===== src/hw/rtl/iemr_pkg.sv =====
// Shared types and constants for the ICMP echo reply matcher.
package iemr_pkg;

  localparam int unsigned MAX_PACKET_BYTES = 4096;
  localparam int unsigned COUNT_W = 13;
  localparam int unsigned COUNT_MAX = (1 << COUNT_W) - 1;
  localparam int unsigned ACCEPT_LIMIT =
      (MAX_PACKET_BYTES < COUNT_MAX) ? MAX_PACKET_BYTES : COUNT_MAX;
  localparam logic [COUNT_W-1:0] LIMIT = COUNT_W'(ACCEPT_LIMIT);

  localparam logic [COUNT_W-1:0] POS_TTL = COUNT_W'(8);
  localparam logic [COUNT_W-1:0] POS_SRC_FIRST = COUNT_W'(12);
  localparam logic [COUNT_W-1:0] POS_SRC_LAST = COUNT_W'(15);
  localparam logic [COUNT_W-1:0] OFS_ID = COUNT_W'(4);
  localparam logic [COUNT_W-1:0] OFS_ID_LO = COUNT_W'(5);
  localparam logic [COUNT_W-1:0] OFS_SEQ = COUNT_W'(6);
  localparam logic [COUNT_W-1:0] OFS_SEQ_LO = COUNT_W'(7);
  localparam logic [COUNT_W-1:0] MIN_ICMP_BYTES = COUNT_W'(8);

  typedef enum logic [1:0] {
    REG_OWN_ID   = 2'd0,
    REG_EXP_SEQ  = 2'd1,
    REG_TARGET   = 2'd2,
    REG_REPLY_TY = 2'd3
  } cfg_index_t;

  typedef enum logic [2:0] {
    ST_MATCH     = 3'd0,
    ST_SHORT     = 3'd1,
    ST_NOT_REPLY = 3'd2,
    ST_ID_SEQ    = 3'd3,
    ST_SOURCE    = 3'd4
  } status_t;

  typedef struct packed {
    logic [15:0] own_identifier;
    logic [15:0] expected_sequence;
    logic [31:0] target_address;
    logic [7:0]  echo_reply_type;
  } cfg_regs_t;

  typedef struct packed {
    logic               done;
    logic [COUNT_W-1:0] byte_count;
    logic [3:0]         header_words;
    logic [7:0]         ttl;
    logic [31:0]        source;
    logic [7:0]         icmp_type;
    logic [15:0]        identifier;
    logic [15:0]        sequence_no;
  } pkt_view_t;

endpackage


===== src/hw/rtl/iemr_cfg_regs.sv =====
// Configuration register file for the ICMP echo reply matcher.
module iemr_cfg_regs
  import iemr_pkg::*;
(
  input  logic        clk,
  input  logic        rst_n,
  input  logic        cfg_valid,
  output logic        cfg_ready,
  input  logic [1:0]  cfg_index,
  input  logic [31:0] cfg_data,
  output cfg_regs_t   regs
);

  cfg_regs_t regs_r;

  assign cfg_ready = 1'b1;
  assign regs = regs_r;

  always_ff @(posedge clk) begin
    if (!rst_n) begin
      regs_r <= '0;
    end else if (cfg_valid) begin
      case (cfg_index_t'(cfg_index))
        REG_OWN_ID:   regs_r.own_identifier <= cfg_data[15:0];
        REG_EXP_SEQ:  regs_r.expected_sequence <= cfg_data[15:0];
        REG_TARGET:   regs_r.target_address <= cfg_data;
        REG_REPLY_TY: regs_r.echo_reply_type <= cfg_data[7:0];
        default: ;
      endcase
    end
  end

endmodule


===== src/hw/rtl/iemr_capture.sv =====
// Per-packet byte counter and header field capture.
module iemr_capture
  import iemr_pkg::*;
(
  input  logic       clk,
  input  logic       rst_n,
  input  logic       accept,
  input  logic [7:0] packet_byte,
  input  logic       last_byte,
  output pkt_view_t  view
);

  logic [COUNT_W-1:0] count_r, count_nxt;
  logic [3:0]         hw_r, hw_nxt;
  logic [7:0]         ttl_r, ttl_nxt;
  logic [31:0]        src_r, src_nxt;
  logic [7:0]         type_r, type_nxt;
  logic [15:0]        id_r, id_nxt;
  logic [15:0]        seq_r, seq_nxt;

  logic               first;
  logic               take;
  logic [3:0]         hw_b;
  logic [7:0]         ttl_b;
  logic [31:0]        src_b;
  logic [7:0]         type_b;
  logic [15:0]        id_b;
  logic [15:0]        seq_b;
  logic [COUNT_W-1:0] icmp_at;
  logic [COUNT_W-1:0] cnt_adv;

  always_comb begin
    first = (count_r == '0);
    take  = (count_r < LIMIT);
    hw_b   = first ? '0 : hw_r;
    ttl_b  = first ? '0 : ttl_r;
    src_b  = first ? '0 : src_r;
    type_b = first ? '0 : type_r;
    id_b   = first ? '0 : id_r;
    seq_b  = first ? '0 : seq_r;

    hw_nxt = (take && first) ? packet_byte[3:0] : hw_b;
    icmp_at = {{(COUNT_W-6){1'b0}}, hw_nxt, 2'b00};

    ttl_nxt = (take && count_r == POS_TTL) ? packet_byte : ttl_b;
    src_nxt = (take && count_r >= POS_SRC_FIRST && count_r <= POS_SRC_LAST)
              ? {src_b[23:0], packet_byte} : src_b;
    type_nxt = (take && count_r == icmp_at) ? packet_byte : type_b;
    id_nxt = (take && (count_r == icmp_at + OFS_ID || count_r == icmp_at + OFS_ID_LO))
             ? {id_b[7:0], packet_byte} : id_b;
    seq_nxt = (take && (count_r == icmp_at + OFS_SEQ || count_r == icmp_at + OFS_SEQ_LO))
              ? {seq_b[7:0], packet_byte} : seq_b;

    cnt_adv = take ? count_r + COUNT_W'(1) : count_r;
    count_nxt = last_byte ? '0 : cnt_adv;

    view.done         = accept && last_byte;
    view.byte_count   = cnt_adv;
    view.header_words = hw_nxt;
    view.ttl          = ttl_nxt;
    view.source       = src_nxt;
    view.icmp_type    = type_nxt;
    view.identifier   = id_nxt;
    view.sequence_no  = seq_nxt;
  end

  always_ff @(posedge clk) begin
    if (!rst_n) begin
      count_r <= '0;
    end else if (accept) begin
      count_r <= count_nxt;
    end
  end

  always_ff @(posedge clk) begin
    if (accept) begin
      hw_r   <= hw_nxt;
      ttl_r  <= ttl_nxt;
      src_r  <= src_nxt;
      type_r <= type_nxt;
      id_r   <= id_nxt;
      seq_r  <= seq_nxt;
    end
  end

endmodule


===== src/hw/rtl/iemr_report.sv =====
// Packet classification and two-entry result buffer.
module iemr_report
  import iemr_pkg::*;
(
  input  logic        clk,
  input  logic        rst_n,
  input  pkt_view_t   view,
  input  cfg_regs_t   regs,
  output logic        room,
  output logic        out_tvalid,
  input  logic        out_tready,
  output logic [39:0] out_tdata,
  output logic [2:0]  out_tuser
);

  status_t     status;
  logic [COUNT_W-1:0] need;
  logic [42:0] res;
  logic [42:0] out_data_r, skid_data_r;
  logic        out_valid_r, skid_valid_r;
  logic        pop;

  always_comb begin
    need = {{(COUNT_W-6){1'b0}}, view.header_words, 2'b00} + MIN_ICMP_BYTES;
    if (view.byte_count < need) begin
      status = ST_SHORT;
    end else if (view.icmp_type != regs.echo_reply_type) begin
      status = ST_NOT_REPLY;
    end else if (view.identifier != regs.own_identifier ||
                 view.sequence_no != regs.expected_sequence) begin
      status = ST_ID_SEQ;
    end else if (view.source != regs.target_address) begin
      status = ST_SOURCE;
    end else begin
      status = ST_MATCH;
    end
    res = {status, view.source, view.ttl};
  end

  assign pop = out_valid_r && out_tready;
  assign room = !skid_valid_r;

  always_ff @(posedge clk) begin
    if (!rst_n) begin
      out_valid_r  <= 1'b0;
      skid_valid_r <= 1'b0;
    end else if (pop) begin
      if (skid_valid_r) begin
        skid_valid_r <= 1'b0;
      end else begin
        out_valid_r <= view.done;
      end
    end else if (view.done) begin
      if (out_valid_r) begin
        skid_valid_r <= 1'b1;
      end else begin
        out_valid_r <= 1'b1;
      end
    end
  end

  always_ff @(posedge clk) begin
    if (pop) begin
      out_data_r <= skid_valid_r ? skid_data_r : res;
    end else if (view.done) begin
      if (out_valid_r) begin
        skid_data_r <= res;
      end else begin
        out_data_r <= res;
      end
    end
  end

  assign out_tvalid = out_valid_r;
  assign out_tdata  = out_data_r[39:0];
  assign out_tuser  = out_data_r[42:40];

endmodule


===== src/hw/rtl/icmp_echo_reply_matcher_unit.sv =====
// Top level of the ICMP echo reply matcher.
//
// Input stream: one byte of a received IPv4 packet per transaction, with
// in_tlast on the final byte. The IHL, TTL, source address and the ICMP
// type, identifier and sequence are captured as the bytes pass.
// Output stream: one transaction per packet, issued for its last byte,
// with the status in out_tuser and TTL and source address in out_tdata.
// Configuration: cfg_index selects identifier, sequence, target address or
// reply type; cfg_data carries the value. Write only while idle.
// Throughput is one byte per cycle while in_tready is high. The captured
// fields of the last byte feed the classifier combinationally, and its
// result is loaded into the output register, or the skid register if held.
// A stalled receiver parks one result in the output register and one in a
// skid register; bytes keep flowing until the skid register holds a result,
// then in_tready drops until an output transaction frees the skid register.
// Reset empties the result buffer, clears the byte count and sets all
// configuration registers to zero.
module icmp_echo_reply_matcher_unit
  import iemr_pkg::*;
(
  input  logic        clk,
  input  logic        rst_n,
  input  logic        in_tvalid,
  output logic        in_tready,
  input  logic [7:0]  in_tdata,   // [7:0] packet_byte
  input  logic        in_tlast,
  output logic        out_tvalid,
  input  logic        out_tready,
  output logic [39:0] out_tdata,  // [7:0] hop_limit, [39:8] source_address
  output logic [2:0]  out_tuser,  // [2:0] status
  input  logic        cfg_valid,
  output logic        cfg_ready,
  input  logic [1:0]  cfg_index,
  input  logic [31:0] cfg_data
);

  cfg_regs_t regs;
  pkt_view_t view;
  logic      room;
  logic      accept;

  assign in_tready = room;
  assign accept = in_tvalid && room;

  iemr_cfg_regs u_cfg (
    .clk       (clk),
    .rst_n     (rst_n),
    .cfg_valid (cfg_valid),
    .cfg_ready (cfg_ready),
    .cfg_index (cfg_index),
    .cfg_data  (cfg_data),
    .regs      (regs)
  );

  iemr_capture u_capture (
    .clk         (clk),
    .rst_n       (rst_n),
    .accept      (accept),
    .packet_byte (in_tdata),
    .last_byte   (in_tlast),
    .view        (view)
  );

  iemr_report u_report (
    .clk        (clk),
    .rst_n      (rst_n),
    .view       (view),
    .regs       (regs),
    .room       (room),
    .out_tvalid (out_tvalid),
    .out_tready (out_tready),
    .out_tdata  (out_tdata),
    .out_tuser  (out_tuser)
  );

endmodule


===== config.mk =====
export PLATFORM = sky130hd
export DESIGN_NAME = icmp_echo_reply_matcher_unit
export DESIGN_NICKNAME = d
export VERILOG_FILES = /design/src/hw/rtl/iemr_pkg.sv /design/src/hw/rtl/iemr_cfg_regs.sv /design/src/hw/rtl/iemr_capture.sv /design/src/hw/rtl/iemr_report.sv /design/src/hw/rtl/icmp_echo_reply_matcher_unit.sv
export SDC_FILE = /design/constraint.sdc
export NUM_CORES = 1
export LEC_CHECK = 0
export ABC_AREA = 1
export BUFFER_PORTS_ARGS = -buffer_cell sky130_fd_sc_hd__buf_2
export CORE_MARGIN = 2
export CORE_UTILIZATION = 35
export DETAILED_ROUTE_END_ITERATION = 10
export GPL_TIMING_DRIVEN = 1
export SLEW_MARGIN = 20
export SYNTH_ARGS = -nofsm -noshare
export SYNTH_HDL_FRONTEND = slang
export SYNTH_HIERARCHICAL = 1
export SYNTH_SLANG_ARGS = --single-unit

===== constraint.sdc =====
create_clock -name clk -period 14.54 [get_ports clk]
set_clock_uncertainty 0.15 [all_clocks]
set_input_delay 0.727 -clock clk [delete_from_list [all_inputs] [get_ports clk]]
set_output_delay 0.727 -clock clk [all_outputs]
set_load 0.02 [all_outputs]

==> Yosys cells after proc, flatten, opt, wreduce, memory -nomap -nowiden <==
Cells that the tools add are included.
{ "totals": {"register_bits": 257, "latch_bits": 0, "ram_bits": 0, "rom_bits": 0, "in_bits": 48, "out_inout_bits": 46, "wordCells": 93, "n_memories": 0} }
{ "classes": {"n_addsub": 6, "n_mul": 0, "div_mod_pow": 0, "order_cmp": 4, "eq_ne": 15, "shift": 0, "mux": 25, "bitwise_logic": 2, "reduce_logical": 26} }
{ "ops": {"columns": ["op", "count"], "rows": [
  ["two-way mux 43 bit", 4],
  ["two-way mux 16 bit", 4],
  ["two-way mux 32 bit", 2],
  ["== test 13 bit", 4],
  ["two-way mux 8 bit", 4],
  ["inequality test 16 bit", 2],
  ["inequality test 32 bit", 1],
  ["adder 6 x 3 -> 7 bit (second input constant)", 4],
  ["two-way mux 13 bit", 2],
  ["AND reduction 2 bit", 7],
  ["adder 13 x 1 -> 13 bit (second input constant)", 1],
  ["== test 13 x 4 -> 1 bit (second input constant)", 1],
  ["== test 13 x 6 -> 1 bit", 1],
  ["greater-or-equal comparator 13 x 4 -> 1 bit (second input constant)", 1],
  ["<= comparator 13 x 4 -> 1 bit (second input constant)", 1],
  ["zero test 13 bit", 1],
  ["< comparator 13 bit", 1],
  ["< comparator 13 bit (second input constant)", 1],
  ["two-way mux 3 bit", 4],
  ["logical AND 1 bit", 10],
  ["two-way mux 4 bit", 2],
  ["inequality test 8 bit", 1],
  ["adder 6 x 4 -> 7 bit (second input constant)", 1],
  ["== test 2 bit (second input constant)", 2],
  ["other kinds (10)", 16]
]} }

==> Logic depth before layout (Yosys ltp) <==
{ "logic_depth": {"word_depth": 16, "depth_mapped": 28, "mapped_depth_nobuf": 27} }

==> Hierarchy <==
Netlist, hierarchy kept.
{ "by_module_without_submodules": {"columns": ["mod", "n_inst", "cells_per_inst", "area_each_um2", "seq_area_each_um2"], "rows": [
  ["iemr_capture", 1, 593, 5202.5, 2782.7],
  ["iemr_report", 1, 471, 4430.5, 2622.5],
  ["iemr_cfg_regs", 1, 465, 2992.9, 1441.4],
  ["icmp_echo_reply_matcher_unit", 1, 2, 7.5, 0.0]
]} }

==> Least setup slack after synthesis <==
No wires, ideal clock.
{ "synth_timing": {"path_kind": "input port to flip-flop", "startpoint": "input in_tvalid", "endpoint": "register u_report.out_data_r[0] (enable)", "setup_time_ps": 503, "arrival_ps": 5891, "required_ps": 13887, "slack_ps": 7996, "stages": 6, "n_path_buf": 0, "path_cell_list": "nand2_1 inv_1 nand2_1 inv_1 inv_1 o21ai_0"} }
{ "synth_lines": {"columns": ["item", "line_no", "rtl"], "rows": [
  ["start, declared", "icmp_echo_reply_matcher_unit.sv:23", "input logic in_tvalid,"],
  ["end signal, assigned", "iemr_report.sv:64", "out_data_r <= skid_valid_r ? skid_data_r : res;"],
  ["end signal, assigned", "iemr_report.sv:69", "out_data_r <= res;"],
  ["end, declared", "iemr_report.sv:19", "logic [42:0] out_data_r, skid_data_r;"]
]} }

==> flow_summary_export.csv <==
group,metric,value,unit
placement,dp_hpwl,20800,µm
global_route,grt_usage,16.2,%
layout,final_cells,2077,
drt,ant_nets,0,
sta,slew_headroom,26.7,%
global_route,grt_start_max_net_pins,77,
flow_run,maxCapViolations,0,
drt,drcViolationCount,0,
critical_path,worstSetupPathType,"reg -> reg",
sta,setup_viol_count_final,0,
floorplanning,io_pins,94,
sta,finalCritPeriodShare,33.2,%
clock_tree,cts_tree,"built",
synth,ys_seq_area_share,54.2,%
drt,firstDrtPassIters,5,
critical_path,required,14.69,ns
clock_tree,clock_path_buffers,3,
synth,yosys.cell_types.count,34,
sta,report.final.slew_viol_count,0,
placement,place_area,0.0134,mm²
global_route,grt_overflow,0,
power_and_ir_drop,p_per_area,118,mW/mm²
global_route,grt_pass1_wl,49300,µm
outcome,status,"complete, no violations",
layout,fill_cells,3584,
synth,synth-main-ff-cell,"edfxtp_1",
sta,fmax,207,MHz
global_route,antenna_found_initial,1,
synth,yosys_warnings,6,
synth,synthTopCellsByArea,"edfxtp_1 (40%), nand2_1 (15%), dfxtp_1 (14%), nor2_1 (5.9%), inv_1 (5.4%)",
synth,syn_nets,1590,
floorplanning,row_count,69,
power_and_ir_drop,p_seq_share,49.2,%
clock_tree,post-cts-setup-buffer-count,0,
synth,netlist_instances,1531,
synth,ys_ff_latch,257,
floorplanning,core_area,0.0356,mm²
synth,synth_edf_count,170,
drt,wl_per_cell,14.8,µm
clock_tree,h-tree-depth,1,
clock_tree,holdBufCountCts,0,
drt,wl,30800,µm
floorplanning,die-height,194,µm
placement,place_inst,2024,
clock_tree,postCtsResizedCells,0,
layout,area_growth,13.2,%
global_route,grt_pass1_vias,8874,
placement,portBuffers,92,
drt,vias,9667,
clock_tree,clk_pin_slew,0.06,ns
sta,fin_crit,4.83,ns
hold_path,hold_path_class,"in -> reg",
sta,rsz0062_at_grt,"no",
power_and_ir_drop,ir_worst_vdd,0.0853,mV
critical_path,arrival,4.98,ns
drt,avgViaCountPerCell,4.65,
clock_tree,clkSinkCount,257,
critical_path,critPathCaptureType,"flop",
power_and_ir_drop,p_int,1.26,mW
power_and_ir_drop,clkPwrFrac,39.9,%
clock_tree,cts_buffers,28,
critical_path,crit_path_max_fanout,70,
placement,place.gp.congestion,0.850,
sta,hold_viol_final,0,
drt,drtIter0Drc,754,
power_and_ir_drop,switchingPower,0.426,mW
power_and_ir_drop,sw_frac_of_total,25.2,%
clock_tree,ctsRootBufferMaster,"clkbuf_16",
layout,multi_input_area,0.00479,mm²
layout,register_area,0.00685,mm²
synth,yosys.area.top_type_share,40.4,%
synth,avgSynthCellArea,8.25,µm²
critical_path,cp-start-kind,"flop",
layout,utilization,40.2,%
synth,netlist_area,0.0126,mm²
power_and_ir_drop,p_leak,6.25,nW
floorplanning,die_w,194,µm
layout,design_area,0.0143,mm²
sta,worst-slew-pin-transition,1.10,ns
layout,drive_gt1_share,10.7,%
synth,synth-async-reset-ratio,0,%
clock_tree,clk-insertion-delay-late,0.55,ns
floorplanning,initial_utilization,35.5,%
layout,nNetsFinal,1652,
synth,post-synth-top-area-cell,"edfxtp_1",
power_and_ir_drop,p_comb_share,10.9,%
floorplanning,die-area,0.0376,mm²
sta,finalSetupTns,0,ns
==> final timing paths <==
path                    startpoint                       to  slack, ns  cells past startpoint
min reg2reg  u_capture/count_r[11]    u_capture/count_r[11]       0.34                      2
max reg2reg   u_capture/count_r[1]  u_report/out_data_r[40]       9.71                     24
max           u_capture/count_r[1]  u_report/out_data_r[40]       9.71                     24
min                   cfg_data[27]           u_cfg/regs[35]       0.26                      3
==> critical path: stages, from the launching register on <==
cell,delay (ns)
dfxtp_1,0.42
inv_1,0.11
ha_1,0.25
nand2_2,0.14
nor2_8,0.07
nand2_4,0.50
nand2_1,0.14
nand2_1,0.26
ha_1,0.29
xnor2_1,0.17
nand4_2,0.19
nor2_4,0.40
nand3_4,0.25
nand2_1,0.15
nand2_1,0.11
xnor2_1,0.16
nand2_1,0.07
nor2_1,0.16
nand2_1,0.09
nor2_2,0.15
nand2_1,0.08
nand2_1,0.06
nand2_1,0.06
nand2_1,0.06
nand2_1,0.06
==> routing by layer <==
metal / vias up / track usage, % / wire [µm]
met5: - / 0 / 0
met1: 4422 / 24.1 / 15100
li1: 4965 / - / -
met4: 0 / 3.42 / 454
met2: 245 / 25.0 / 13400
met3: 35 / 2.17 / 1820
==> cell usage after synthesis (2+ instances only) <==
cell type and instances:
nand2_1 498, nor2_1 200, inv_1 183, edfxtp_1 170, dfxtp_1 87, nand3_1 81
xnor2_1 54, o21ai_0 45, a21oi_1 39, nand4_1 36, buf_2 33, clkbuf_1 24
ha_1 11, nand2_2 7, nor3_1 7, o21ai_1 7, xor2_1 7, nor2_2 6
buf_1 4, buf_4 4, buf_6 4, nand3_2 4, nor2_4 4, inv_2 3
nor2_8 3, nand3_4 2
==> flip-flops by register name (all words and copies together), names as in the netlist <==
signal,count
u_capture/hw_r,4
u_capture/id_r,16
u_report/skid_data_r,43
u_capture/ttl_r,8
u_capture/count_r,13
u_cfg/regs,72
u_capture/type_r,8
u_report/out_tvalid,1
u_capture/seq_r,16
u_report/skid_valid_r,1
u_report/out_data_r,43
u_capture/src_r,32
==> area by class of cell <==
cell class	count	share of cell area [%]
Clock buffer	48	5.92
Timing Repair Buffer	101	3.69
Sequential cell	257	47.9
Tap cell	461	4.03
Multi-Input combinational cell	1019	33.5
Antenna cell	1	0.0175
Inverter	186	4.89
Clock inverter	4	0.122
==> power by group through the flow <==
| stage | clock network, mW | logic [mW] | registers [mW] |
|---|---|---|---|
| 2_1_floorplan | 0 | 0.123 | 0.855 |
| 6_report | 0.674 | 0.184 | 0.832 |
| 4_1_cts | 0.692 | 0.185 | 0.833 |
| 3_3_place_gp | 0 | 0.182 | 0.847 |
| 5_1_grt | 0.725 | 0.208 | 0.836 |
| 3_5_place_dp | 0 | 0.185 | 0.848 |
==> logic make-up (layout without fill, tap and decap cells) <==
family | after synthesis | after routing | synth area share (%)
buffers and inverters | 255 | 339 | 8.26
XOR/XNOR | 61 | 61 | 4.23
other | 1 | 2 | 0.0297
adder cells (fa/ha/maj) | 11 | 11 | 1.09
AND/OR/NAND/NOR | 851 | 851 | 28.3
AO/OA/AOI/OAI | 95 | 95 | 3.88
flip-flops | 257 | 257 | 54.2
==> metrics by stage <==
stage	hold slack (ns)	total power, mW	worst slack, ns
finish	0.262	1.69	9.71
global route	0.241	1.77	9.27
CTS	0.238	1.71	9.76
detailed placement	0.335	1.03	9.78
global placement	0.330	1.03	9.90
floorplan	0.309	0.979	8.00
==> layout by cell type (no fill, tap or decap), types with 9 or more instances in the layout <==
cell type / n
edfxtp_1: 170
buf_2: 92
xnor2_1: 54
o21ai_0: 44
dfxtp_1: 87
inv_1: 182
ha_1: 11
nand2_1: 498
nand3_1: 81
nor2_1: 198
nand4_1: 36
clkbuf_16: 29
a21oi_1: 39
buf_4: 9
clkbuf_1: 14
(Power assumes the default switching activity.)
